**config.mk**
```make
export PLATFORM = sky130hd
export DESIGN_NAME = websocket_frame_unmasker_core
export DESIGN_NICKNAME = d
export VERILOG_FILES = /design/src/rtl/wfu_pkg.sv /design/src/rtl/wfu_in_stage.sv /design/src/rtl/wfu_parser.sv /design/src/rtl/wfu_out_stage.sv /design/src/rtl/websocket_frame_unmasker_core.sv
export SDC_FILE = /design/constraint.sdc
export NUM_CORES = 1
export LEC_CHECK = 0
export ABC_AREA = 1
export BUFFER_PORTS_ARGS = -buffer_cell sky130_fd_sc_hd__buf_4
export CAP_MARGIN = 20
export CORE_MARGIN = 2
export CORE_UTILIZATION = 59
export DETAILED_ROUTE_END_ITERATION = 6
export PLACE_DENSITY = 0.86
export SLEW_MARGIN = 15
export SYNTH_ARGS = -nofsm -noshare
export SYNTH_HDL_FRONTEND = slang
export SYNTH_HIERARCHICAL = 1
export SYNTH_SLANG_ARGS = --single-unit
```
**constraint.sdc**
```tcl
create_clock -name clk -period 4.8 [get_ports clk]
set_clock_uncertainty 0.05 [all_clocks]
set_input_delay 0.24 -clock clk [delete_from_list [all_inputs] [get_ports clk]]
set_output_delay 0.24 -clock clk [all_outputs]
set_load 0.05 [all_outputs]
```
**src/rtl/wfu_pkg.sv**
```systemverilog
`timescale 1ns / 1ps
`default_nettype none

package wfu_pkg;

  // length field of the result channel
  localparam int unsigned OUT_LEN_W = 64;

  // length codes of the second header byte
  localparam logic [6:0] LEN_CODE_MASK = 7'h7F;
  localparam logic [6:0] LEN_CODE_EXT16 = 7'd126;
  localparam logic [6:0] LEN_CODE_EXT64 = 7'd127;

  // extended length byte counts
  localparam logic [3:0] EXT16_BYTES = 4'd2;
  localparam logic [3:0] EXT64_BYTES = 4'd8;

  // frame status codes
  localparam logic STATUS_OK = 1'b0;
  localparam logic STATUS_TRUNCATED = 1'b1;

  typedef struct packed {
    logic [7:0] rx_byte;
    logic       buffer_end;
  } beat_t;

  typedef struct packed {
    logic [OUT_LEN_W-1:0] payload_length;
    logic                 frame_status;
    logic                 frame_done;
    logic                 byte_valid;
    logic [7:0]           payload_byte;
  } result_t;

endpackage

`default_nettype wire

```
**src/rtl/wfu_in_stage.sv**
```systemverilog
`timescale 1ns / 1ps
`default_nettype none

module wfu_in_stage (
  input  wire logic          clk,
  input  wire logic          rst_n,
  input  wire logic          in_valid,
  output logic               in_ready,
  input  wire wfu_pkg::beat_t in_beat,
  input  wire logic          advance,
  output logic               hold_valid,
  output wfu_pkg::beat_t     hold_beat
);

  logic           valid_r;
  logic           valid_nxt;
  wfu_pkg::beat_t beat_r;
  logic           take;

  assign in_ready   = !valid_r || advance;
  assign take       = in_valid && in_ready;
  assign hold_valid = valid_r;
  assign hold_beat  = beat_r;

  always_comb begin
    if (take) begin
      valid_nxt = 1'b1;
    end else if (advance) begin
      valid_nxt = 1'b0;
    end else begin
      valid_nxt = valid_r;
    end
  end

  always_ff @(posedge clk) begin
    if (!rst_n) begin
      valid_r <= 1'b0;
    end else begin
      valid_r <= valid_nxt;
    end
  end

  // data register, no reset needed
  always_ff @(posedge clk) begin
    if (take) begin
      beat_r <= in_beat;
    end
  end

endmodule

`default_nettype wire

```
**src/rtl/wfu_parser.sv**
```systemverilog
`timescale 1ns / 1ps
`default_nettype none

module wfu_parser #(
  parameter int unsigned LenW = 64
) (
  input  wire logic           clk,
  input  wire logic           rst_n,
  input  wire wfu_pkg::beat_t beat,
  input  wire logic           fire,
  output logic                has_result,
  output wfu_pkg::result_t    result
);

  typedef enum logic [2:0] {
    PH_FIRST,
    PH_LENCODE,
    PH_EXTLEN,
    PH_MASK,
    PH_PAYLOAD,
    PH_TRAIL
  } phase_t;

  phase_t          phase_r, phase_nxt;
  logic [3:0]      ext_left_r, ext_left_nxt;
  logic [LenW-1:0] len_r, len_nxt;
  logic            ovf_r, ovf_nxt;
  logic [31:0]     key_r, key_nxt;
  logic [1:0]      mseen_r, mseen_nxt;
  logic [LenW-1:0] count_r, count_nxt;

  logic [6:0]      code;
  logic [LenW-1:0] len_shift;
  logic            len_lost;
  logic [7:0]      mask_byte;
  logic            pvalid;
  logic [7:0]      pbyte;

  assign code      = beat.rx_byte[6:0] & wfu_pkg::LEN_CODE_MASK;
  assign len_shift = {len_r[LenW-9:0], beat.rx_byte};
  // bits pushed out of the top of the length accumulator
  assign len_lost  = |len_r[LenW-1 -: 8];

  always_comb begin
    unique case (count_r[1:0])
      2'd0:    mask_byte = key_r[31:24];
      2'd1:    mask_byte = key_r[23:16];
      2'd2:    mask_byte = key_r[15:8];
      2'd3:    mask_byte = key_r[7:0];
      default: mask_byte = key_r[31:24];
    endcase
  end

  always_comb begin
    phase_nxt    = phase_r;
    ext_left_nxt = ext_left_r;
    len_nxt      = len_r;
    ovf_nxt      = ovf_r;
    key_nxt      = key_r;
    mseen_nxt    = mseen_r;
    count_nxt    = count_r;
    pvalid       = 1'b0;
    pbyte        = 8'd0;

    unique case (phase_r)
      PH_FIRST: begin
        phase_nxt = PH_LENCODE;
      end
      PH_LENCODE: begin
        len_nxt = '0;
        ovf_nxt = 1'b0;
        if (code == wfu_pkg::LEN_CODE_EXT16) begin
          ext_left_nxt = wfu_pkg::EXT16_BYTES;
          phase_nxt    = PH_EXTLEN;
        end else if (code == wfu_pkg::LEN_CODE_EXT64) begin
          ext_left_nxt = wfu_pkg::EXT64_BYTES;
          phase_nxt    = PH_EXTLEN;
        end else begin
          len_nxt   = LenW'(code);
          mseen_nxt = 2'd0;
          phase_nxt = PH_MASK;
        end
      end
      PH_EXTLEN: begin
        ext_left_nxt = ext_left_r - 4'd1;
        ovf_nxt      = ovf_r | len_lost;
        len_nxt      = len_shift;
        if (ext_left_r == 4'd1) begin
          // saturate a length that does not fit
          if (ovf_r || len_lost) begin
            len_nxt = '1;
          end
          mseen_nxt = 2'd0;
          phase_nxt = PH_MASK;
        end
      end
      PH_MASK: begin
        key_nxt   = {key_r[23:0], beat.rx_byte};
        mseen_nxt = mseen_r + 2'd1;
        if (mseen_r == 2'd3) begin
          count_nxt = '0;
          phase_nxt = (len_r == '0) ? PH_TRAIL : PH_PAYLOAD;
        end
      end
      PH_PAYLOAD: begin
        pvalid    = 1'b1;
        pbyte     = beat.rx_byte ^ mask_byte;
        count_nxt = count_r + LenW'(1);
        if (count_nxt == len_r) begin
          phase_nxt = PH_TRAIL;
        end
      end
      PH_TRAIL: begin
        // trailing bytes are dropped
      end
      default: begin
        phase_nxt = PH_FIRST;
      end
    endcase
  end

  always_comb begin
    has_result            = pvalid || beat.buffer_end;
    result.payload_byte   = pbyte;
    result.byte_valid     = pvalid;
    result.frame_done     = beat.buffer_end;
    result.frame_status   = wfu_pkg::STATUS_OK;
    result.payload_length = '0;
    if (beat.buffer_end) begin
      result.frame_status = (phase_nxt == PH_TRAIL) ? wfu_pkg::STATUS_OK
                                                    : wfu_pkg::STATUS_TRUNCATED;
      if (phase_nxt == PH_MASK || phase_nxt == PH_PAYLOAD || phase_nxt == PH_TRAIL) begin
        result.payload_length = wfu_pkg::OUT_LEN_W'(len_nxt);
      end
    end
  end

  always_ff @(posedge clk) begin
    if (!rst_n) begin
      phase_r    <= PH_FIRST;
      ext_left_r <= 4'd0;
      len_r      <= '0;
      ovf_r      <= 1'b0;
      key_r      <= 32'd0;
      mseen_r    <= 2'd0;
      count_r    <= '0;
    end else if (fire) begin
      if (beat.buffer_end) begin
        // buffer over: next beat starts a new frame
        phase_r    <= PH_FIRST;
        ext_left_r <= 4'd0;
        len_r      <= '0;
        ovf_r      <= 1'b0;
        key_r      <= 32'd0;
        mseen_r    <= 2'd0;
        count_r    <= '0;
      end else begin
        phase_r    <= phase_nxt;
        ext_left_r <= ext_left_nxt;
        len_r      <= len_nxt;
        ovf_r      <= ovf_nxt;
        key_r      <= key_nxt;
        mseen_r    <= mseen_nxt;
        count_r    <= count_nxt;
      end
    end
  end

endmodule

`default_nettype wire

```
**src/rtl/wfu_out_stage.sv**
```systemverilog
`timescale 1ns / 1ps
`default_nettype none

module wfu_out_stage (
  input  wire logic             clk,
  input  wire logic             rst_n,
  input  wire logic             load,
  input  wire wfu_pkg::result_t load_result,
  output logic                  space,
  output logic                  out_valid,
  input  wire logic             out_ready,
  output wfu_pkg::result_t      out_result
);

  logic             valid_r;
  logic             valid_nxt;
  wfu_pkg::result_t result_r;

  assign space      = !valid_r || out_ready;
  assign out_valid  = valid_r;
  assign out_result = result_r;

  always_comb begin
    if (load) begin
      valid_nxt = 1'b1;
    end else if (out_ready) begin
      valid_nxt = 1'b0;
    end else begin
      valid_nxt = valid_r;
    end
  end

  always_ff @(posedge clk) begin
    if (!rst_n) begin
      valid_r <= 1'b0;
    end else begin
      valid_r <= valid_nxt;
    end
  end

  always_ff @(posedge clk) begin
    if (load) begin
      result_r <= load_result;
    end
  end

endmodule

`default_nettype wire

```
**src/rtl/websocket_frame_unmasker_core.sv**
```systemverilog
`timescale 1ns / 1ps
`default_nettype none

// an accepted beat waits in the input register and moves into the result register
// once the result side is free; bytes that give no result leave no output beat
// throughput: one beat per cycle from the single parse step unless out_tready stalls
// reset: synchronous active-low rst_n empties both registers and returns the
// parser to the first header byte of a new frame

module websocket_frame_unmasker_core #(
  parameter int unsigned LENGTH_WIDTH = 64
) (
  input  wire logic        clk,
  input  wire logic        rst_n,

  input  wire logic        in_tvalid,
  output logic             in_tready,
  input  wire logic [7:0]  in_tdata,   // [7:0] rx_byte
  input  wire logic        in_tlast,   // buffer_end

  output logic             out_tvalid,
  input  wire logic        out_tready,
  output logic [71:0]      out_tdata,  // [7:0] payload_byte, [71:8] payload_length
  output logic [1:0]       out_tuser,  // [0] byte_valid, [1] frame_status
  output logic             out_tlast   // frame_done
);

  wfu_pkg::beat_t   in_beat;
  wfu_pkg::beat_t   hold_beat;
  logic             hold_valid;
  logic             advance;
  logic             has_result;
  logic             out_space;
  logic             load;
  wfu_pkg::result_t parse_result;
  wfu_pkg::result_t out_result;

  assign in_beat.rx_byte    = in_tdata;
  assign in_beat.buffer_end = in_tlast;

  // a held beat moves on when it makes no result or the result register has room
  assign advance = hold_valid && (!has_result || out_space);
  assign load    = advance && has_result;

  // input register
  wfu_in_stage u_in (
    .clk        (clk),
    .rst_n      (rst_n),
    .in_valid   (in_tvalid),
    .in_ready   (in_tready),
    .in_beat    (in_beat),
    .advance    (advance),
    .hold_valid (hold_valid),
    .hold_beat  (hold_beat)
  );

  // header parse, mask capture and unmask; state steps when the beat advances
  wfu_parser #(
    .LenW (LENGTH_WIDTH)
  ) u_parser (
    .clk        (clk),
    .rst_n      (rst_n),
    .beat       (hold_beat),
    .fire       (advance),
    .has_result (has_result),
    .result     (parse_result)
  );

  // result register, takes a new beat while the old one is being drained
  wfu_out_stage u_out (
    .clk         (clk),
    .rst_n       (rst_n),
    .load        (load),
    .load_result (parse_result),
    .space       (out_space),
    .out_valid   (out_tvalid),
    .out_ready   (out_tready),
    .out_result  (out_result)
  );

  assign out_tdata = {out_result.payload_length, out_result.payload_byte};
  assign out_tuser = {out_result.frame_status, out_result.byte_valid};
  assign out_tlast = out_result.frame_done;

endmodule

`default_nettype wire
```
==> out/metrics.cfg, run 1 <==
[outcome]
outcome = completed

[detailed_routing]
drt_iter0_drc = 2419
drt-pass1-iter-count = 7
wire_per_inst_um = 19.8
vias_per_cell = 6.03
wirelength_mm = 48.7
antenna_left = 0
drcViolationCount = 0
num_vias = 14800

[global_route]
grt_pass1_vias = 13300
grt_usage_pct = 36.6
antenna_found_initial = 0
grt_pass1_wl_mm = 74.7
grt_max_degree = 71
gr-total-overflow = 0

[cells_and_area]
seq_area_sq_um = 5970
multi_input_area_sq_um = 7650
final_cell_count_no_fill = 2461
final_cell_mix = 698 x nand2_1, 172 x a21oi_1, 172 x dfxtp_1
fin_util_pct = 68.3
nFillCells = 1932
final_common_cell = nand2_1
drive_gt1_share_pct = 12.8
stdcell_area_sq_um = 16600
final_nets = 2135
syn2layout_area_growth_pct = 13.5
n_antenna_cell = 0

[die]
ios = 90
die_w_um = 162
fp.dieH_um = 162
placementRows = 57
fp.coreArea_sq_um = 24300
start_util_pct = 60.2
dieArea_sq_um = 26100

[cts]
clockRootBuffer = clkbuf_16
htree_num_levels = 1
cts_inserted_buffers = 28
cts_setup_buffers = 0
cts_tree = yes
clkLatencyLatePin_ns = 0.56
clkTransAtPathRegs_ns = 0.07
cts_sinks = 256
clock_path_buffers = 3

[power]
ir_drop_mv = 0.273
leakagePower_nw = 5.89
powerDensity_nw_per_um2 = 295

[setup_path]
path_class = flop to flop
worst_ep_arrival_time_ns = 4.26
cp_max_fo = 35
path_delay_family = simple AND/OR/NAND/NOR gates
cp_slowest_cell = ha_1
endpoint_kind = flop
crit_chain = ha_1 > inv_1 > nor2_4 > nand2_1 > nor2_2 > nand2_1 > nor2_1 > xnor3_1 > nand2_1 > nor2_1 > nand2_1 > nor2_1 > nand3_1 > nand2_2 > nand2_4 > buf_12 > a21oi_2
worst_ep_required_time_ns = 5.03
cpMostUsedCell = nand2_1
startpoint_type = flop
path_buf_inv = 2
slowest_delay_ns = 0.52

[place]
placement.io_buffers = 89
dp_hpwl_mm = 33.4
place.gp.congestion = 0.957
post_dp_cell_area_sq_um = 15500
place_inst = 2394

[worst_hold_path]
min_path_type = input port to flop

[synth]
netlist_area_sq_um = 14600
ys_ff_latch = 256
yosysSeqAreaShare_pct = 40.7
ys.warnings.count = 6
avgSynthCellArea_sq_um = 7.11
ys_types = 38
syn_nets = 2079
synthCells = 2059

[timing]
worst_pin_slew_ns = 1.11
finalMaxSlewViolations = 0
rsz0062_at_grt = false
setup_viol = 0
fin_setup_tns_ns = 0
final-hold-violation-count = 0
fmax_ghz = 0.248
finalCritPeriodShare_pct = 84.0
fin_hold_ws_ns = 0.348
slew_headroom_pct = 25.7
min_period_ns = 4.03

[run]
cap_violations = 0

-- logic make-up (layout without fill, tap and decap cells) --
group,count (synthesis),count (layout),synth area share [%]
XOR/XNOR,61,61,5.43
flip-flops,256,256,40.7
adder cells (fa/ha/maj),7,7,0.598
AND/OR/NAND/NOR,1055,1055,29.8
buffers and inverters,269,347,7.25
AO/OA/AOI/OAI,411,411,16.2
-- through the flow --
| step | power [W] | setup slack [ns] |
|---|---|---|
| 6_report | 0.00490 | 0.768 |
| 3_3_place_gp | 0.00265 | 1.01 |
| 4_1_cts | 0.00487 | 0.868 |
| 3_5_place_dp | 0.00265 | 0.887 |
| 5_1_grt | 0.00500 | 0.521 |
| 2_1_floorplan | 0.00256 | 2.05 |
-- synthesized netlist by cell type --
cell type | n | area share (%)
nand2_1 | 698 | 18
nor2_1 | 175 | 4.5
a21oi_1 | 173 | 5.9
dfxtp_1 | 172 | 24
inv_1 | 165 | 4.2
o21ai_0 | 134 | 4.6
nand3_1 | 90 | 3.1
clkbuf_1 | 86 | 2.2
edfxtp_1 | 84 | 17
a21oi_2 | 63 | 3.8
xor2_1 | 26 | 1.6
xnor3_1 | 19 | 2.9
nand4_1 | 17 | 0.73
o22ai_1 | 16 | 0.68
xnor2_1 | 16 | 0.96
nand2_2 | 15 | 0.64
nor4_1 | 13 | 0.56
nand3b_1 | 11 | 0.56
nor3_1 | 11 | 0.38
or2_2 | 10 | 0.43
a22o_1 | 8 | 0.48
inv_2 | 8 | 0.21
ha_1 | 7 | 0.60
o21ai_1 | 7 | 0.24
buf_6 | 6 | 0.46
nor2_2 | 6 | 0.26
nor2_4 | 4 | 0.31
a211oi_1 | 3 | 0.15
a22oi_1 | 3 | 0.15
buf_4 | 2 | 0.10
clkinv_1 | 2 | 0.051
nand2_4 | 2 | 0.15
nor2_8 | 2 | 0.27
a311oi_1 | 1 | 0.060
a31oi_1 | 1 | 0.043
nand3_2 | 1 | 0.068
o31ai_1 | 1 | 0.051
o41ai_1 | 1 | 0.060
-- registers in the layout, indices dropped and copies added (netlist names) --
| signal | cells |
|---|---|
| u_in/hold_valid | 1 |
| u_out/out_result | 75 |
| u_parser/key_r | 32 |
| u_parser/mseen_r | 2 |
| u_parser/phase_r | 3 |
| u_parser/len_r | 64 |
| u_parser/ext_left_r | 4 |
| u_in/hold_beat | 9 |
| u_parser/ovf_r | 1 |
| u_parser/count_r | 64 |
| u_out/out_valid | 1 |
-- where the power goes --
part | internal (W) | switching [W] | total [W]
Sequential | 0.00227 | 0.0000210 | 0.00229
Clock | 0.00130 | 0.000961 | 0.00226
Combinational | 0.0000787 | 0.000267 | 0.000345
Total | 0.00365 | 0.00125 | 0.00490
-- worst reg2reg max path, cell delays in order, from the launching register on --
cell and delay (ns):
dfxtp_1 0.43, ha_1 0.52, inv_1 0.15, nor2_4 0.22, nand2_1 0.13, nor2_2 0.21
nand2_1 0.16, nor2_1 0.25, xnor3_1 0.25, nand2_1 0.07, nor2_1 0.04, nand2_1 0.06
nor2_1 0.03, nand3_1 0.18, nand2_2 0.13, nand2_4 0.41, buf_12 0.32, a21oi_2 0.12
-- layer usage --
layer | wire length [um] | vias up | track usage, % | part of all wire, %
met5 | 0 | - | 0 | 0
met4 | 1360 | 0 | 10.3 | 2.8
met3 | 6880 | 113 | 7.01 | 14
met2 | 20600 | 1107 | 53.9 | 42
met1 | 19900 | 6792 | 54.8 | 41
li1 | - | 6836 | - | -
-- final timing paths --
kind                                                  startpoint                         endpoint  slack [ns]  cells after the start
worst min register to register   u_parser/key_r[29]$_SDFFE_PN0P_  u_parser/key_r[29]$_SDFFE_PN0P_        0.41                      2
worst max-delay path            u_parser/count_r[0]$_SDFFE_PN0P_   u_out/out_result[70]$_DFFE_PP_        0.77                     17
worst min-delay path                                 in_tdata[7]      u_in/hold_beat[8]$_DFFE_PP_        0.35                      2
worst max register to register  u_parser/count_r[0]$_SDFFE_PN0P_   u_out/out_result[70]$_DFFE_PP_        0.77                     17
-- final cells by class --
| class | instances | share of cell area (%) |
|---|---|---|
| Clock buffer | 39 | 5.10 |
| Clock inverter | 13 | 0.723 |
| Inverter | 175 | 3.97 |
| Tap cell | 324 | 2.44 |
| Sequential cell | 256 | 35.9 |
| Multi-Input combinational cell | 1534 | 46.0 |
| Timing Repair Buffer | 120 | 5.86 |
-- repair_timing --
action | in CTS | in global routing
gates resized for setup | 0 | 0
hold buffers | 14 | 0
hold endpoints to repair | 15 | 0
Power figures use the tool's default switching activity.
==> inputs of run 2 (changes only) <==
- ABC_AREA: 1 -> 0
- CORE_UTILIZATION: 59 -> 55
- PLACE_DENSITY: 0.86 -> 0.84
- clock period: 4.8 -> 3.4 ns (I/O delays scaled with it)
==> out/metrics.cfg, run 2 <==
[outcome]
outcome = completed  ; unchanged

[cts]
clock_path_buffers = 3  ; unchanged
clockRootBuffer = clkbuf_16  ; unchanged
cts_inserted_buffers = 27  ; was 28
clkLatencyLatePin_ns = 0.56  ; about the same
htree_num_levels = 1  ; unchanged
cts_tree = yes  ; unchanged
clkTransAtPathRegs_ns = 0.06  ; was 0.07 ns
cts_sinks = 256  ; unchanged

[synth]
ys.warnings.count = 6  ; unchanged
syn_nets = 1641  ; was 2079
netlist_area_sq_um = 13600  ; was 14600 sq um
netlist_top_cells_area = dfxtp_1 25%, edfxtp_1 19%, nor2_1 8.5%, a21oi_1 6.1%, xnor2_1 4.8%  ; was dfxtp_1 24%, nand2_1 18%, edfxtp_1 17%, a21oi_1 5.9%, o21ai_0 4.6%
yosys.area.top_type_share_pct = 25.3  ; was 23.5%
yosysMostFrequentCell = nor2_1  ; was nand2_1
netlist_top_cells_count = 309 x nor2_1, 172 x dfxtp_1, 166 x a21oi_1, 131 x nand2_1, 93 x clkbuf_1  ; was 698 x nand2_1, 175 x nor2_1, 173 x a21oi_1, 172 x dfxtp_1, 165 x inv_1
yosysSeqAreaShare_pct = 43.9  ; was 40.7%
avgSynthCellArea_sq_um = 8.39  ; was 7.11 sq um
ys_types = 73  ; was 38
ys_ff_latch = 256  ; unchanged
synthCells = 1621  ; was 2059
ys_async_sr_fraction_pct = 0  ; unchanged
synth_edf_count = 84  ; unchanged
synth-main-ff-cell = dfxtp_1  ; unchanged
synth_top_area_cell = dfxtp_1  ; unchanged

[timing]
finalCritPeriodShare_pct = 97.9  ; was 84.0%
fin_setup_tns_ns = 0  ; unchanged
setup_viol = 0  ; unchanged
min_period_ns = 3.33  ; was 4.03 ns
worst_pin_slew_ns = 0.860  ; was 1.11 ns
fin_hold_ws_ns = 0.277  ; was 0.348 ns
final-hold-violation-count = 0  ; unchanged
finalMaxSlewViolations = 0  ; unchanged
slew_headroom_pct = 42.7  ; was 25.7%
fmax_ghz = 0.300  ; was 0.248 GHz

[die]
fp.dieH_um = 161  ; was 162 um
dieArea_sq_um = 26000  ; was 26100 sq um
ios = 90  ; unchanged
placementRows = 57  ; unchanged
start_util_pct = 55.9  ; was 60.2%
fp.coreArea_sq_um = 24300  ; unchanged
die_w_um = 161  ; was 162 um

[cells_and_area]
final_nets = 1788  ; was 2135
final_cell_count_no_fill = 2113  ; was 2461
syn2layout_area_growth_pct = 21.1  ; was 13.5%
nFillCells = 1937  ; was 1932
drive_gt1_share_pct = 18.9  ; was 12.8%
final_cell_mix = 306 x nor2_1, 234 x buf_4, 168 x dfxtp_1  ; was 698 x nand2_1, 172 x a21oi_1, 172 x dfxtp_1
seq_area_sq_um = 5970  ; about the same
largest_reg_flops = 75  ; unchanged
fin_util_pct = 67.7  ; was 68.3%
final_common_cell = nor2_1  ; was nand2_1
n_antenna_cell = 0  ; unchanged
multi_input_area_sq_um = 7110  ; was 7650 sq um

[power]
clkPwrFrac_pct = 45.1  ; was 46.2%
switchingPower_w = 0.00161  ; was 0.00125 W
powerDensity_nw_per_um2 = 402  ; was 295 nW/um^2
internal_power_w = 0.00501  ; was 0.00365 W
p_sw_share_pct = 24.4  ; was 25.5%
ir_drop_mv = 0.510  ; was 0.273 mV
p_seq_share_pct = 48.6  ; was 46.8%
pwr-share-comb_pct = 6.4  ; was 7.1%
leakagePower_nw = 5.89  ; about the same

[setup_path]
cp_max_fo = 7  ; was 35
endpoint_kind = flop  ; unchanged
worst_ep_arrival_time_ns = 3.58  ; was 4.26 ns
worst_ep_required_time_ns = 3.65  ; was 5.03 ns
regToRegSetupSlack_ns = 0.07  ; was 0.77 ns
startpoint_type = flop  ; unchanged
path_class = flop to flop  ; unchanged

[place]
placement.io_buffers = 89  ; unchanged
place_inst = 2044  ; was 2394
place.gp.congestion = 0.999  ; was 0.957
dp_hpwl_mm = 32.6  ; was 33.4 mm

[detailed_routing]
drt-pass1-iter-count = 7  ; unchanged
num_vias = 13600  ; was 14800
drcViolationCount = 0  ; unchanged
wirelength_mm = 46.1  ; was 48.7 mm
antenna_left = 0  ; unchanged
wire_per_inst_um = 21.8  ; was 19.8 um
drt_iter0_drc = 1748  ; was 2419
vias_per_cell = 6.46  ; was 6.03

[global_route]
antenna_found_initial = 0  ; unchanged
grt_pass1_vias = 12700  ; was 13300
grt_pass1_wl_mm = 71.2  ; was 74.7 mm
grt_max_degree = 62  ; was 71
gr-total-overflow = 0  ; unchanged
grt_usage_pct = 34.8  ; was 36.6%

[worst_hold_path]
min_path_type = input port to flop  ; unchanged

[run]
cap_violations = 0  ; unchanged

run 2: changes by cell type after synthesis, moves of 31 or more:
| cell | previous run | this run |
|---|---|---|
| nand2_1 | 698 | 131 |
| nand3_1 | 90 | 31 |
| inv_1 | 165 | 21 |
| a22oi_1 | 3 | 34 |
| a21oi_2 | 63 | 0 |
| o21ai_0 | 134 | 57 |
| a221oi_1 | 0 | 59 |
| nor2_1 | 175 | 309 |
| xnor2_1 | 16 | 74 |
run 2: final cells by class:
cell class	count	area share, %
clock buffers	39	4.80
clock inverters	11	0.684
flip-flops and latches	256	36.2
repair buffers	253	12.1
multi-input cells	1209	43.2
inverters	21	0.494
well taps	324	2.46
run 2: routing by layer:
| metal | vias up | GRT usage (%) | share of wire [%] |
|---|---|---|---|
| li1 | 6197 | - | - |
| met1 | 6471 | 47.2 | 40 |
| met2 | 816 | 54.6 | 45 |
| met3 | 160 | 6.45 | 10 |
| met4 | 0 | 15.3 | 4.8 |
| met5 | - | 0 | 0 |
run 2: worst paths after layout:
kind	start	end	cells after the start
worst max-delay path	u_parser/count_r[0]$_SDFFE_PN0P_	u_out/out_result[10]$_DFFE_PP_	9
worst min-delay path	in_tdata[0]	u_in/hold_beat[1]$_DFFE_PP_	2
worst max register to register	u_parser/count_r[0]$_SDFFE_PN0P_	u_out/out_result[10]$_DFFE_PP_	9
worst min register to register	u_parser/mseen_r[1]$_SDFFE_PN0P_	u_parser/mseen_r[1]$_SDFFE_PN0P_	2
run 2: repair_timing:
item,CTS,global route
pin swaps,0,5
hold buffers,13,0
hold endpoints to repair,16,0
buffers inserted,0,6
endpoints found under the setup margin,2,2
gates resized for setup,3,19
run 2: power groups by stage:
stage	clock [W]	combinational [W]	sequential [W]
2_1_floorplan	0	0.000164	0.00338
3_3_place_gp	0	0.000395	0.00328
3_5_place_dp	0	0.000401	0.00328
4_1_cts	0.00300	0.000414	0.00322
5_1_grt	0.00313	0.000440	0.00322
6_report	0.00298	0.000421	0.00322
run 2: cell families after synthesis:
group	after synthesis	share of synthesized area, %
flip-flops	256	43.9
XOR/XNOR	106	6.83
AND/OR/NAND/NOR	711	25.8
adder cells (fa/ha/maj)	7	0.644
multiplexers	4	0.294
buffers and inverters	156	4.72
AO/OA/AOI/OAI	381	17.9
run 2: metrics by stage:
| stage | setup WS (ns) | area [sq um] | power (W) |
|---|---|---|---|
| after global placement | 0.0111 | 15300 | 0.00368 |
| after CTS | 0.0287 | 16300 | 0.00663 |
| after detailed placement | -0.0429 | 15300 | 0.00368 |
| after floorplan | 0.143 | 13600 | 0.00355 |
| after global routing | -0.0419 | 16500 | 0.00679 |
| final | 0.0720 | 16500 | 0.00662 |
run 2: critical path, cell delays in order, from the launching register on:
cell	delay (ns)
dfxtp_1	0.33
buf_4	0.17
nand4_4	0.15
nor4_4	0.34
nand4_1	0.22
or4_4	0.58
xnor2_1	0.15
or4_1	0.57
nor4_4	0.38
a31oi_1	0.13
